**config.mk**
```make
export PLATFORM = sky130hd
export DESIGN_NAME = job_schedule_evaluator
export DESIGN_NICKNAME = d
export VERILOG_FILES = /design/src/rtl/jse_pkg.sv /design/src/rtl/jse_cell.sv /design/src/rtl/jse_ctrl.sv /design/src/rtl/job_schedule_evaluator.sv
export SDC_FILE = /design/constraint.sdc
export NUM_CORES = 2
export LEC_CHECK = 0
export BUFFER_PORTS_ARGS = -buffer_cell sky130_fd_sc_hd__buf_2
export CORE_UTILIZATION = 45
export CTS_CLUSTER_DIAMETER = 80
export DETAILED_ROUTE_END_ITERATION = 10
export SYNTH_ARGS = -nofsm -noshare
export SYNTH_HDL_FRONTEND = slang
export SYNTH_SLANG_ARGS = --single-unit
export TNS_END_PERCENT = 30
```
**constraint.sdc**
```tcl
create_clock -name aclk -period 8.2 [get_ports aclk]
set_input_delay 1.64 -clock aclk [delete_from_list [all_inputs] [get_ports aclk]]
set_output_delay 1.64 -clock aclk [all_outputs]
set_load 0.05 [all_outputs]
```
**src/rtl/jse_pkg.sv**
```systemverilog
// jse_pkg: shared types and constants of the job schedule evaluator
// used by jse_cell, jse_ctrl and job_schedule_evaluator; no dependencies
`default_nettype none

package jse_pkg;

    localparam int MAX_JOBS_DEF = 32;
    localparam int COUNT_W      = 7;
    localparam int CLOCK_W      = 23;
    localparam int WAIT_W       = 23;
    localparam int FINISH_W     = 22;
    localparam int TOTAL_W      = 29;
    localparam int IN_DATA_W    = 48;
    localparam int OUT_DATA_W   = 88;

    typedef struct packed {
        logic        valid;
        logic        done;
        logic [7:0]  id;
        logic [15:0] arrival;
        logic [15:0] service;
        logic [7:0]  urgency;
        logic [15:0] remaining;
    } jse_entry_t;

    typedef struct packed {
        logic               load_en;
        logic [COUNT_W-1:0] load_idx;
        logic               rotate;
        logic               clear;
    } jse_ring_ctrl_t;

    typedef enum logic [1:0] {
        ST_LOAD,
        ST_SEL,
        ST_EMIT,
        ST_RR
    } jse_state_t;

    typedef enum logic [1:0] {
        MODE_FCFS = 2'd0,
        MODE_SJF  = 2'd1,
        MODE_PRIO = 2'd2,
        MODE_RR   = 2'd3
    } jse_mode_t;

    localparam logic CFG_MODE    = 1'b0;
    localparam logic CFG_QUANTUM = 1'b1;

endpackage

`default_nettype wire

```
**src/rtl/jse_cell.sv**
```systemverilog
// jse_cell: one slot of the job ring, holds one job and hands it to its neighbor
// depends on jse_pkg
`default_nettype none

module jse_cell #(
    parameter int IDX = 0
) (
    input  wire                     aclk,
    input  wire                     aresetn,
    input  jse_pkg::jse_ring_ctrl_t ctrl,
    input  jse_pkg::jse_entry_t     load_entry,
    input  jse_pkg::jse_entry_t     next_entry,
    output jse_pkg::jse_entry_t     entry
);
    import jse_pkg::*;

    logic       valid_reg;
    jse_entry_t data_reg;
    logic       load_hit;

    assign load_hit = ctrl.load_en && (ctrl.load_idx == COUNT_W'(IDX));

    always_ff @(posedge aclk) begin
        if (!aresetn) begin
            valid_reg <= 1'b0;
        end else if (ctrl.clear) begin
            valid_reg <= 1'b0;
        end else if (load_hit) begin
            valid_reg <= 1'b1;
        end else if (ctrl.rotate) begin
            valid_reg <= next_entry.valid;
        end
    end

    always_ff @(posedge aclk) begin
        if (load_hit) begin
            data_reg <= load_entry;
        end else if (ctrl.rotate) begin
            data_reg <= next_entry;
        end
    end

    always_comb begin
        entry       = data_reg;
        entry.valid = valid_reg;
    end

endmodule

`default_nettype wire

```
**src/rtl/jse_ctrl.sv**
```systemverilog
// jse_ctrl: load sequencer, selection and round robin engine, result register
// depends on jse_pkg; drives the ring of jse_cell slots
`default_nettype none

module jse_ctrl #(
    parameter int MAX_JOBS = jse_pkg::MAX_JOBS_DEF
) (
    input  wire                               aclk,
    input  wire                               aresetn,
    input  wire                               s_tvalid,
    output logic                              s_tready,
    input  wire  [jse_pkg::IN_DATA_W-1:0]     s_tdata,
    input  wire                               s_tlast,
    output logic                              m_tvalid,
    input  wire                               m_tready,
    output logic [jse_pkg::OUT_DATA_W-1:0]    m_tdata,
    output logic                              m_tlast,
    input  wire                               cfg_valid,
    output logic                              cfg_ready,
    input  wire                               cfg_index,
    input  wire  [15:0]                       cfg_data,
    input  jse_pkg::jse_entry_t               head_entry,
    output jse_pkg::jse_entry_t               head_mod,
    output jse_pkg::jse_entry_t               load_entry,
    output jse_pkg::jse_ring_ctrl_t           ring_ctrl
);
    import jse_pkg::*;

    localparam int IDXW = (MAX_JOBS > 1) ? $clog2(MAX_JOBS) : 1;

    jse_state_t         state_reg, state_next;
    logic [1:0]         mode_reg;
    logic [15:0]        quantum_reg;
    logic [COUNT_W-1:0] count_reg, count_next;
    logic [COUNT_W-1:0] emitted_reg, emitted_next;
    logic [IDXW-1:0]    step_reg, step_next;
    logic [CLOCK_W-1:0] clock_reg, clock_next;
    logic [TOTAL_W-1:0] total_reg, total_next;
    logic               have_best_reg, have_best_next;
    logic [7:0]         best_id_reg, best_id_next;
    logic [15:0]        best_svc_reg, best_svc_next;
    logic [7:0]         best_urg_reg, best_urg_next;
    logic [IDXW-1:0]    best_pos_reg, best_pos_next;
    logic               prev_valid_reg, prev_valid_next;
    logic [IDXW-1:0]    prev_pos_reg, prev_pos_next;
    logic               out_valid_reg, out_valid_next;
    logic [7:0]         out_id_reg, out_id_next;
    logic [WAIT_W-1:0]  out_wait_reg, out_wait_next;
    logic [FINISH_W-1:0] out_finish_reg, out_finish_next;
    logic [TOTAL_W-1:0] out_total_reg, out_total_next;
    logic               out_last_reg, out_last_next;

    jse_entry_t         h;
    logic               out_free, in_acc, step_last, rec_last, table_room;
    logic               cand, better;
    logic [15:0]        q, slice, rem_left, in_svc;
    logic               rr_active, rr_fin;
    logic [CLOCK_W-1:0] rr_clock, sel_clock;
    logic [CLOCK_W:0]   rr_wait_ext;
    logic [WAIT_W-1:0]  rr_wait;

    assign cfg_ready = 1'b1;
    assign s_tready  = (state_reg == ST_LOAD);
    assign m_tvalid  = out_valid_reg;
    assign m_tlast   = out_last_reg;
    assign m_tdata   = {6'b0, out_total_reg, out_finish_reg, out_wait_reg, out_id_reg};

    // shared datapath terms
    always_comb begin
        out_free   = !out_valid_reg || m_tready;
        in_acc     = s_tvalid && (state_reg == ST_LOAD);
        table_room = count_reg < COUNT_W'(MAX_JOBS);
        step_last  = step_reg == IDXW'(MAX_JOBS - 1);
        rec_last   = (emitted_reg + COUNT_W'(1)) == count_reg;

        in_svc = (s_tdata[39:24] == 16'd0) ? 16'd1 : s_tdata[39:24];
        load_entry.valid     = 1'b1;
        load_entry.done      = 1'b0;
        load_entry.id        = s_tdata[7:0];
        load_entry.arrival   = s_tdata[23:8];
        load_entry.service   = in_svc;
        load_entry.urgency   = s_tdata[47:40];
        load_entry.remaining = in_svc;

        // the job emitted last round gets its done mark as it passes the head
        h = head_entry;
        if (state_reg == ST_SEL && prev_valid_reg && step_reg == prev_pos_reg) begin
            h.done = 1'b1;
        end

        cand   = h.valid && !h.done;
        better = !have_best_reg
              || (mode_reg == MODE_SJF  && h.service < best_svc_reg)
              || (mode_reg == MODE_PRIO && h.urgency > best_urg_reg);

        q         = (quantum_reg == 16'd0) ? 16'd1 : quantum_reg;
        slice     = (h.remaining < q) ? h.remaining : q;
        rem_left  = h.remaining - slice;
        rr_active = h.valid && (h.remaining != 16'd0);
        rr_fin    = rr_active && (rem_left == 16'd0);
        rr_clock  = clock_reg + {7'b0, slice};
        rr_wait_ext = {1'b0, rr_clock} - {8'b0, h.arrival} - {8'b0, h.service};
        rr_wait   = rr_wait_ext[WAIT_W-1:0];
        sel_clock = clock_reg + {7'b0, best_svc_reg};
    end

    // next state
    always_comb begin
        state_next = state_reg;
        unique case (state_reg)
            ST_LOAD: begin
                if (in_acc && s_tlast) begin
                    state_next = (mode_reg == MODE_RR) ? ST_RR : ST_SEL;
                end
            end
            ST_SEL: begin
                if (step_last) state_next = ST_EMIT;
            end
            ST_EMIT: begin
                if (out_free) state_next = rec_last ? ST_LOAD : ST_SEL;
            end
            ST_RR: begin
                if (out_free && rr_fin && rec_last) state_next = ST_LOAD;
            end
            default: state_next = ST_LOAD;
        endcase
    end

    // datapath and ring control
    always_comb begin
        count_next      = count_reg;
        emitted_next    = emitted_reg;
        step_next       = step_reg;
        clock_next      = clock_reg;
        total_next      = total_reg;
        have_best_next  = have_best_reg;
        best_id_next    = best_id_reg;
        best_svc_next   = best_svc_reg;
        best_urg_next   = best_urg_reg;
        best_pos_next   = best_pos_reg;
        prev_valid_next = prev_valid_reg;
        prev_pos_next   = prev_pos_reg;
        out_valid_next  = out_valid_reg && !m_tready;
        out_id_next     = out_id_reg;
        out_wait_next   = out_wait_reg;
        out_finish_next = out_finish_reg;
        out_total_next  = out_total_reg;
        out_last_next   = out_last_reg;
        head_mod        = h;
        ring_ctrl.load_en  = 1'b0;
        ring_ctrl.load_idx = count_reg;
        ring_ctrl.rotate   = 1'b0;
        ring_ctrl.clear    = 1'b0;

        unique case (state_reg)
            ST_LOAD: begin
                if (in_acc) begin
                    if (table_room) begin
                        ring_ctrl.load_en = 1'b1;
                        count_next = count_reg + COUNT_W'(1);
                    end
                    if (s_tlast) begin
                        clock_next      = '0;
                        total_next      = '0;
                        emitted_next    = '0;
                        step_next       = '0;
                        have_best_next  = 1'b0;
                        prev_valid_next = 1'b0;
                    end
                end
            end
            ST_SEL: begin
                ring_ctrl.rotate = 1'b1;
                step_next = step_last ? '0 : step_reg + IDXW'(1);
                if (cand && better) begin
                    have_best_next = 1'b1;
                    best_id_next   = h.id;
                    best_svc_next  = h.service;
                    best_urg_next  = h.urgency;
                    best_pos_next  = step_reg;
                end
            end
            ST_EMIT: begin
                if (out_free) begin
                    out_valid_next  = 1'b1;
                    out_id_next     = best_id_reg;
                    out_wait_next   = clock_reg;
                    out_finish_next = sel_clock[FINISH_W-1:0];
                    out_total_next  = total_reg + {6'b0, clock_reg};
                    out_last_next   = rec_last;
                    total_next      = total_reg + {6'b0, clock_reg};
                    clock_next      = sel_clock;
                    emitted_next    = emitted_reg + COUNT_W'(1);
                    prev_valid_next = 1'b1;
                    prev_pos_next   = best_pos_reg;
                    have_best_next  = 1'b0;
                    if (rec_last) begin
                        ring_ctrl.clear = 1'b1;
                        count_next      = '0;
                    end
                end
            end
            ST_RR: begin
                if (out_free) begin
                    ring_ctrl.rotate = 1'b1;
                    if (rr_active) begin
                        head_mod.remaining = rem_left;
                        clock_next = rr_clock;
                    end
                    if (rr_fin) begin
                        out_valid_next  = 1'b1;
                        out_id_next     = h.id;
                        out_wait_next   = rr_wait;
                        out_finish_next = rr_clock[FINISH_W-1:0];
                        out_total_next  = total_reg + {{6{rr_wait[WAIT_W-1]}}, rr_wait};
                        out_last_next   = rec_last;
                        total_next      = total_reg + {{6{rr_wait[WAIT_W-1]}}, rr_wait};
                        emitted_next    = emitted_reg + COUNT_W'(1);
                        if (rec_last) begin
                            ring_ctrl.clear = 1'b1;
                            count_next      = '0;
                        end
                    end
                end
            end
            default: ;
        endcase
    end

    always_ff @(posedge aclk) begin
        if (!aresetn) begin
            state_reg      <= ST_LOAD;
            mode_reg       <= MODE_FCFS;
            quantum_reg    <= 16'd10;
            count_reg      <= '0;
            emitted_reg    <= '0;
            step_reg       <= '0;
            clock_reg      <= '0;
            total_reg      <= '0;
            have_best_reg  <= 1'b0;
            prev_valid_reg <= 1'b0;
            out_valid_reg  <= 1'b0;
        end else begin
            state_reg      <= state_next;
            count_reg      <= count_next;
            emitted_reg    <= emitted_next;
            step_reg       <= step_next;
            clock_reg      <= clock_next;
            total_reg      <= total_next;
            have_best_reg  <= have_best_next;
            prev_valid_reg <= prev_valid_next;
            out_valid_reg  <= out_valid_next;
            if (cfg_valid) begin
                unique case (cfg_index)
                    CFG_MODE:    mode_reg    <= cfg_data[1:0];
                    CFG_QUANTUM: quantum_reg <= cfg_data;
                    default: ;
                endcase
            end
        end
    end

    always_ff @(posedge aclk) begin
        best_id_reg    <= best_id_next;
        best_svc_reg   <= best_svc_next;
        best_urg_reg   <= best_urg_next;
        best_pos_reg   <= best_pos_next;
        prev_pos_reg   <= prev_pos_next;
        out_id_reg     <= out_id_next;
        out_wait_reg   <= out_wait_next;
        out_finish_reg <= out_finish_next;
        out_total_reg  <= out_total_next;
        out_last_reg   <= out_last_next;
    end

endmodule

`default_nettype wire

```
**src/rtl/job_schedule_evaluator.sv**
```systemverilog
// job_schedule_evaluator: batch job scheduler, top level
// depends on jse_pkg, jse_cell and jse_ctrl
//
// usage:
//   jobs arrive on the s_ stream, one per transaction; tlast marks the final
//   job of a set and starts scheduling. up to MAX_JOBS jobs are kept, extra
//   jobs are dropped. s_tready is high only while the block is loading.
//   results leave on the m_ stream in completion order, tlast on the last
//   record of the set. the cfg write channel sets mode (index 0) and quantum
//   (index 1); it is always ready and may be written only while idle.
// timing:
//   in the ordered modes the ring of cells rotates once around all MAX_JOBS
//   slots per record, then the record is emitted. in round robin one slot
//   passes the head per cycle while the result register is free, until every
//   job is finished.
// reset clears the job count, mode to first come, quantum to 10.
// a stalled m_ side halts emit and round robin until the result register drains.
`default_nettype none

module job_schedule_evaluator #(
    parameter int MAX_JOBS = jse_pkg::MAX_JOBS_DEF
) (
    input  wire                            aclk,
    input  wire                            aresetn,
    input  wire                            s_tvalid,
    output logic                           s_tready,
    // job_id[7:0], arrival[23:8], service[39:24], urgency[47:40]
    input  wire  [jse_pkg::IN_DATA_W-1:0]  s_tdata,
    input  wire                            s_tlast,
    output logic                           m_tvalid,
    input  wire                            m_tready,
    // done_id[7:0], wait_time[30:8], finish_time[52:31], wait_total[81:53], zero
    output logic [jse_pkg::OUT_DATA_W-1:0] m_tdata,
    output logic                           m_tlast,
    input  wire                            cfg_valid,
    output logic                           cfg_ready,
    input  wire                            cfg_index,
    input  wire  [15:0]                    cfg_data
);
    import jse_pkg::*;

    jse_entry_t     ring [MAX_JOBS];
    jse_entry_t     head_mod;
    jse_entry_t     load_entry;
    jse_ring_ctrl_t ring_ctrl;

    jse_ctrl #(
        .MAX_JOBS(MAX_JOBS)
    ) u_ctrl (
        .aclk       (aclk),
        .aresetn    (aresetn),
        .s_tvalid   (s_tvalid),
        .s_tready   (s_tready),
        .s_tdata    (s_tdata),
        .s_tlast    (s_tlast),
        .m_tvalid   (m_tvalid),
        .m_tready   (m_tready),
        .m_tdata    (m_tdata),
        .m_tlast    (m_tlast),
        .cfg_valid  (cfg_valid),
        .cfg_ready  (cfg_ready),
        .cfg_index  (cfg_index),
        .cfg_data   (cfg_data),
        .head_entry (ring[0]),
        .head_mod   (head_mod),
        .load_entry (load_entry),
        .ring_ctrl  (ring_ctrl)
    );

    // slot i takes slot i+1 on rotate, the tail takes the updated head
    for (genvar i = 0; i < MAX_JOBS; i++) begin : g_cell
        jse_entry_t next_entry;
        if (i == MAX_JOBS - 1) begin : g_tail
            assign next_entry = head_mod;
        end else begin : g_mid
            assign next_entry = ring[i+1];
        end
        jse_cell #(
            .IDX(i)
        ) u_cell (
            .aclk       (aclk),
            .aresetn    (aresetn),
            .ctrl       (ring_ctrl),
            .load_entry (load_entry),
            .next_entry (next_entry),
            .entry      (ring[i])
        );
    end

endmodule

`default_nettype wire
```
==> summary.md <==
Clock-pin slew was measured on the worst setup and hold paths at 0.06 ns. The die footprint is 234100 sq um, and the maximum clock skew at final layout is 0.09162 ns. The smallest clock period supported by the final layout is computed as 7.985 ns. For the global-route congestion overflow total, the log shows 0. Reg-to-reg endpoint: u_ctrl.out_total_reg[28].

Cell repeated most along the worst path: buf_4. For this run, the number of standard cells in the final layout without fillers is 14.02k. The run gives 0.4535 as the starting utilization of the core area. The gate count of the mapped netlist came out at 10.54k. The post-detailed-routing wire length was 329400 um; the ratio of total power to cell area was 244.8 nW/um^2.

The area growth from synthesis to layout is 14.46%. Counting tap cells, the placed design contains a total of 13.51k instances. On the critical path, the stage with the largest delay is an instance of or4_4. The tools report the endpoint kind of the worst setup timing path as a flop. The number of cells on the worst reg-to-reg path is 35. 163 I/O pins were placed. The cell area after technology mapping came out at 104500 sq um. In this run the remaining antenna-violating nets after routing total 0. The run gives 91 as the number of distinct standard cells referenced by the synthesized netlist.

For this run, design rule violations remaining after detail routing come to 0. The source of the worst register-to-register timing path is g_cell[0].u_cell.entry[10]. The HPWL after detailed placement is 208100 um, and the number of storage elements in the synthesis netlist is 2331. Counting instances, the worst hold path has a depth of 0. The longest individual stage delay on the worst path was 0.53 ns; the wire length of the first global-routing pass was 488400 um. Counting flops with a built-in enable in the synthesized netlist gives 2173. The initialized floorplan defines 176 standard-cell rows. The final-report max-slew violation count is 0.

Across all layers, the routed design uses 76.36k vias. The run gives 275 as the clock buffer count from CTS. In the routed layout, each cell is associated on average with a via count of 5.448. In this run the standard cell core region covers 230300 sq um.

The net count of the finished layout is 11.04k. For this design, the sink count on the clock tree is 2331. The via count of the first global-routing pass was 74.42k; the proportion of synthesized chip area in sequential cells was 0.6549. The register with the most flip-flops in the layout has 2080 of them. Y dimension of the die: 483.8 um. The post-route cell area is 119600 sq um. The headroom to the max-slew limit came out at 0.03831.

The clock passes through at most 4 buffers. The final number of setup-violating endpoints came out at 0. At the end of routability-driven placement, the weighted congestion stood at 0.9319. For this design the static power due to leakage is 51.14 nW. Among all flip-flop cells after synthesis, the most frequent one is edfxtp_1. A synthesized cell averages 9.909 sq um.

The logs give 16 for the number of antenna violations at the first check in global routing and 0.94 ns for the latest clock arrival within the worst-skew pair. The total cell area at the placement stage is 110200 sq um. The clock root buffer was clkbuf_16.

The setup TNS is 0 ns, and the pin count of the biggest net entering global routing is 77. The violation count after the first detailed-routing iteration was 7469. The kind of start point of the critical path is a flop. The reg2reg setup slack is 0.21 ns, and the proportion of layout cells with a drive suffix above 1 is 0.1105. The worst vdd rail ir drop came out at 0.1733 mV. The required time of the critical path came out at 8.86 ns.

The H-tree depth reported by CTS came out at 5. TritonCTS built the clock tree. The tool flagged a number of max-cap violations equal to 0. For the final core utilization, the log shows 0.5191.

The fraction of registers with async set/reset is 0. The slew at the pin with the worst max-slew slack works out to 1.429 ns. Hold path startpoint: u_ctrl.best_pos_reg[4].

The die is 483.8 um wide. The quantity of I/O buffers inserted on ports works out to 155. The total power draw was 29.27 mW. For hold timing, the worst endpoint is u_ctrl.prev_pos_reg[4].

The overall fraction of global-route tracks in use is 0.2781. Along the worst path, the maximum fanout reaches 8. The tools report the data arrival time of the critical path as 8.65 ns. Timing would allow up to 125.2 MHz. The Yosys step of the flow raised 0 warnings. The hold violation total from the final report is 0, and the number of search-and-repair iterations in the first detailed-routing pass is 8.

The worst setup path is of the reg2reg kind. The run finished with clean final reports. Dividing the detail-routed wire length by the instance count gives 23.50 um. Setup repair after global routing could not meet its margin everywhere.

The path class of the tightest hold or removal check is reg2reg. The post-route clock period utilization is 0.9738.
area by class of cell:
cell class | count | area (sq um)
clock inverter | 117 | 1010
multi-input combinational | 7441 | 34260
sequential | 2331 | 68420
antenna | 11 | 27.53
timing repair buffer | 598 | 4153
clock buffer | 354 | 7396
fill | 20480 | 110800
tap | 3026 | 3786
inverter | 138 | 520.5
cells in the mapped netlist, drive strengths merged (7+ instances only):
master,number,area [sq um]
a211o,7,61.31
and3,29,181.4
xor2,41,359.1
a22oi,19,142.6
mux2,28,315.3
clkbuf,604,2283
dfxtp,158,3163
o31ai,13,97.59
fa,21,420.4
o31a,7,61.31
nand2,5847,21950
buf,33,163.9
nor2,222,833.3
o211ai,10,80.07
inv,134,503.0
o21a,37,277.8
nand3,55,275.3
and2,31,198.9
a21o,54,405.4
mux2i,28,280.3
ha,162,2027
nand4,12,75.07
xnor2,81,709.4
nor4,18,112.6
o21ai,154,782.0
a211oi,25,192.7
nand2b,26,162.7
a31oi,39,244.0
a41oi,7,61.31
nor3,60,305.3
a2111oi,8,90.09
a21oi,261,1306
o21bai,14,105.1
edfxtp,2173,65250
nor2b,19,118.9
or3,20,125.1
report_power, final:
part           switching [mW]  internal [mW]
Combinational            2.29           1.39
Sequential              0.226           13.7
Clock                    4.86           6.83
Total                    7.38           21.9
cells in the final DEF, fill, tap and decap left out, drive strengths merged, types with 20 or more instances in the layout:
| cell | n |
|---|---|
| and2 | 31 |
| nand2 | 5847 |
| xor2 | 41 |
| xnor2 | 81 |
| nand2b | 26 |
| nor3 | 60 |
| a31oi | 39 |
| nand3 | 55 |
| dfxtp | 158 |
| o21ai | 154 |
| inv | 141 |
| fa | 21 |
| nor2 | 222 |
| clkbuf | 354 |
| ha | 162 |
| a21o | 54 |
| edfxtp | 2173 |
| or3 | 20 |
| buf | 598 |
| o21a | 37 |
| mux2 | 28 |
| a21oi | 261 |
| clkinv | 92 |
| mux2i | 28 |
| a211oi | 25 |
| and3 | 29 |
how the worst max path moves through the flow:
stage	cells past startpoint	start	endpoint	slack, ns
3_3_place_gp	39	g_cell[0].u_cell.entry[13]	u_ctrl.total_reg[28]	-0.47
5_1_grt	39	g_cell[0].u_cell.entry[10]	u_ctrl.out_total_reg[28]	-0.15
3_5_place_dp	36	g_cell[0].u_cell.entry[15]	u_ctrl.out_total_reg[28]	-0.58
4_1_cts	40	g_cell[0].u_cell.entry[9]	u_ctrl.out_total_reg[28]	0.002
2_1_floorplan	42	u_ctrl.quantum_reg[15]	u_ctrl.out_total_reg[28]	0.02
6_report	35	g_cell[0].u_cell.entry[10]	u_ctrl.out_total_reg[28]	0.21
critical path: cells and delay by family (launching register included):
kind	cells	cell delay, ns
AO/OA/AOI/OAI	12	1.67
AND/OR/NAND/NOR	7	2.02
XOR/XNOR	3	0.53
adder cells (fa/ha/maj)	5	1.65
buffers and inverters	7	1.11
multiplexers	1	0.36
flip-flops	1	0.44
metrics by stage:
stage	setup slack (ns)	hold slack (ns)
final	0.2147	0.4256
after global routing	-0.1505	0.4372
after CTS	0.001735	0.4274
after detailed placement	-0.5825	0.4167
after global placement	-0.4695	0.4020
after floorplan	0.02109	0.4003
metal layers:
metal | wire (um) | GRT usage
met1 | 135800 | 0.3735
met2 | 155500 | 0.4521
met3 | 23430 | 0.03986
met4 | 14710 | 0.1157
met5 | 56 | 0
logic make-up after synthesis:
group | count (synthesis) | synth area share
compound gates | 708 | 0.04214
buf+inv | 775 | 0.02839
xor+xnor | 123 | 0.01044
other cells | 2 | 0.00007189
simple gates | 6364 | 0.2349
mux | 56 | 0.005701
flops | 2331 | 0.6549
fa+ha+maj | 183 | 0.02343
repair_timing:
item	CTS	global route
endpoints found under the setup margin	16	23
pin swaps	19	65
gates resized for setup	38	104
hold buffers	0	0
buffers inserted	4	21
hold endpoints to repair	0	0
(Power assumes the default switching activity.)
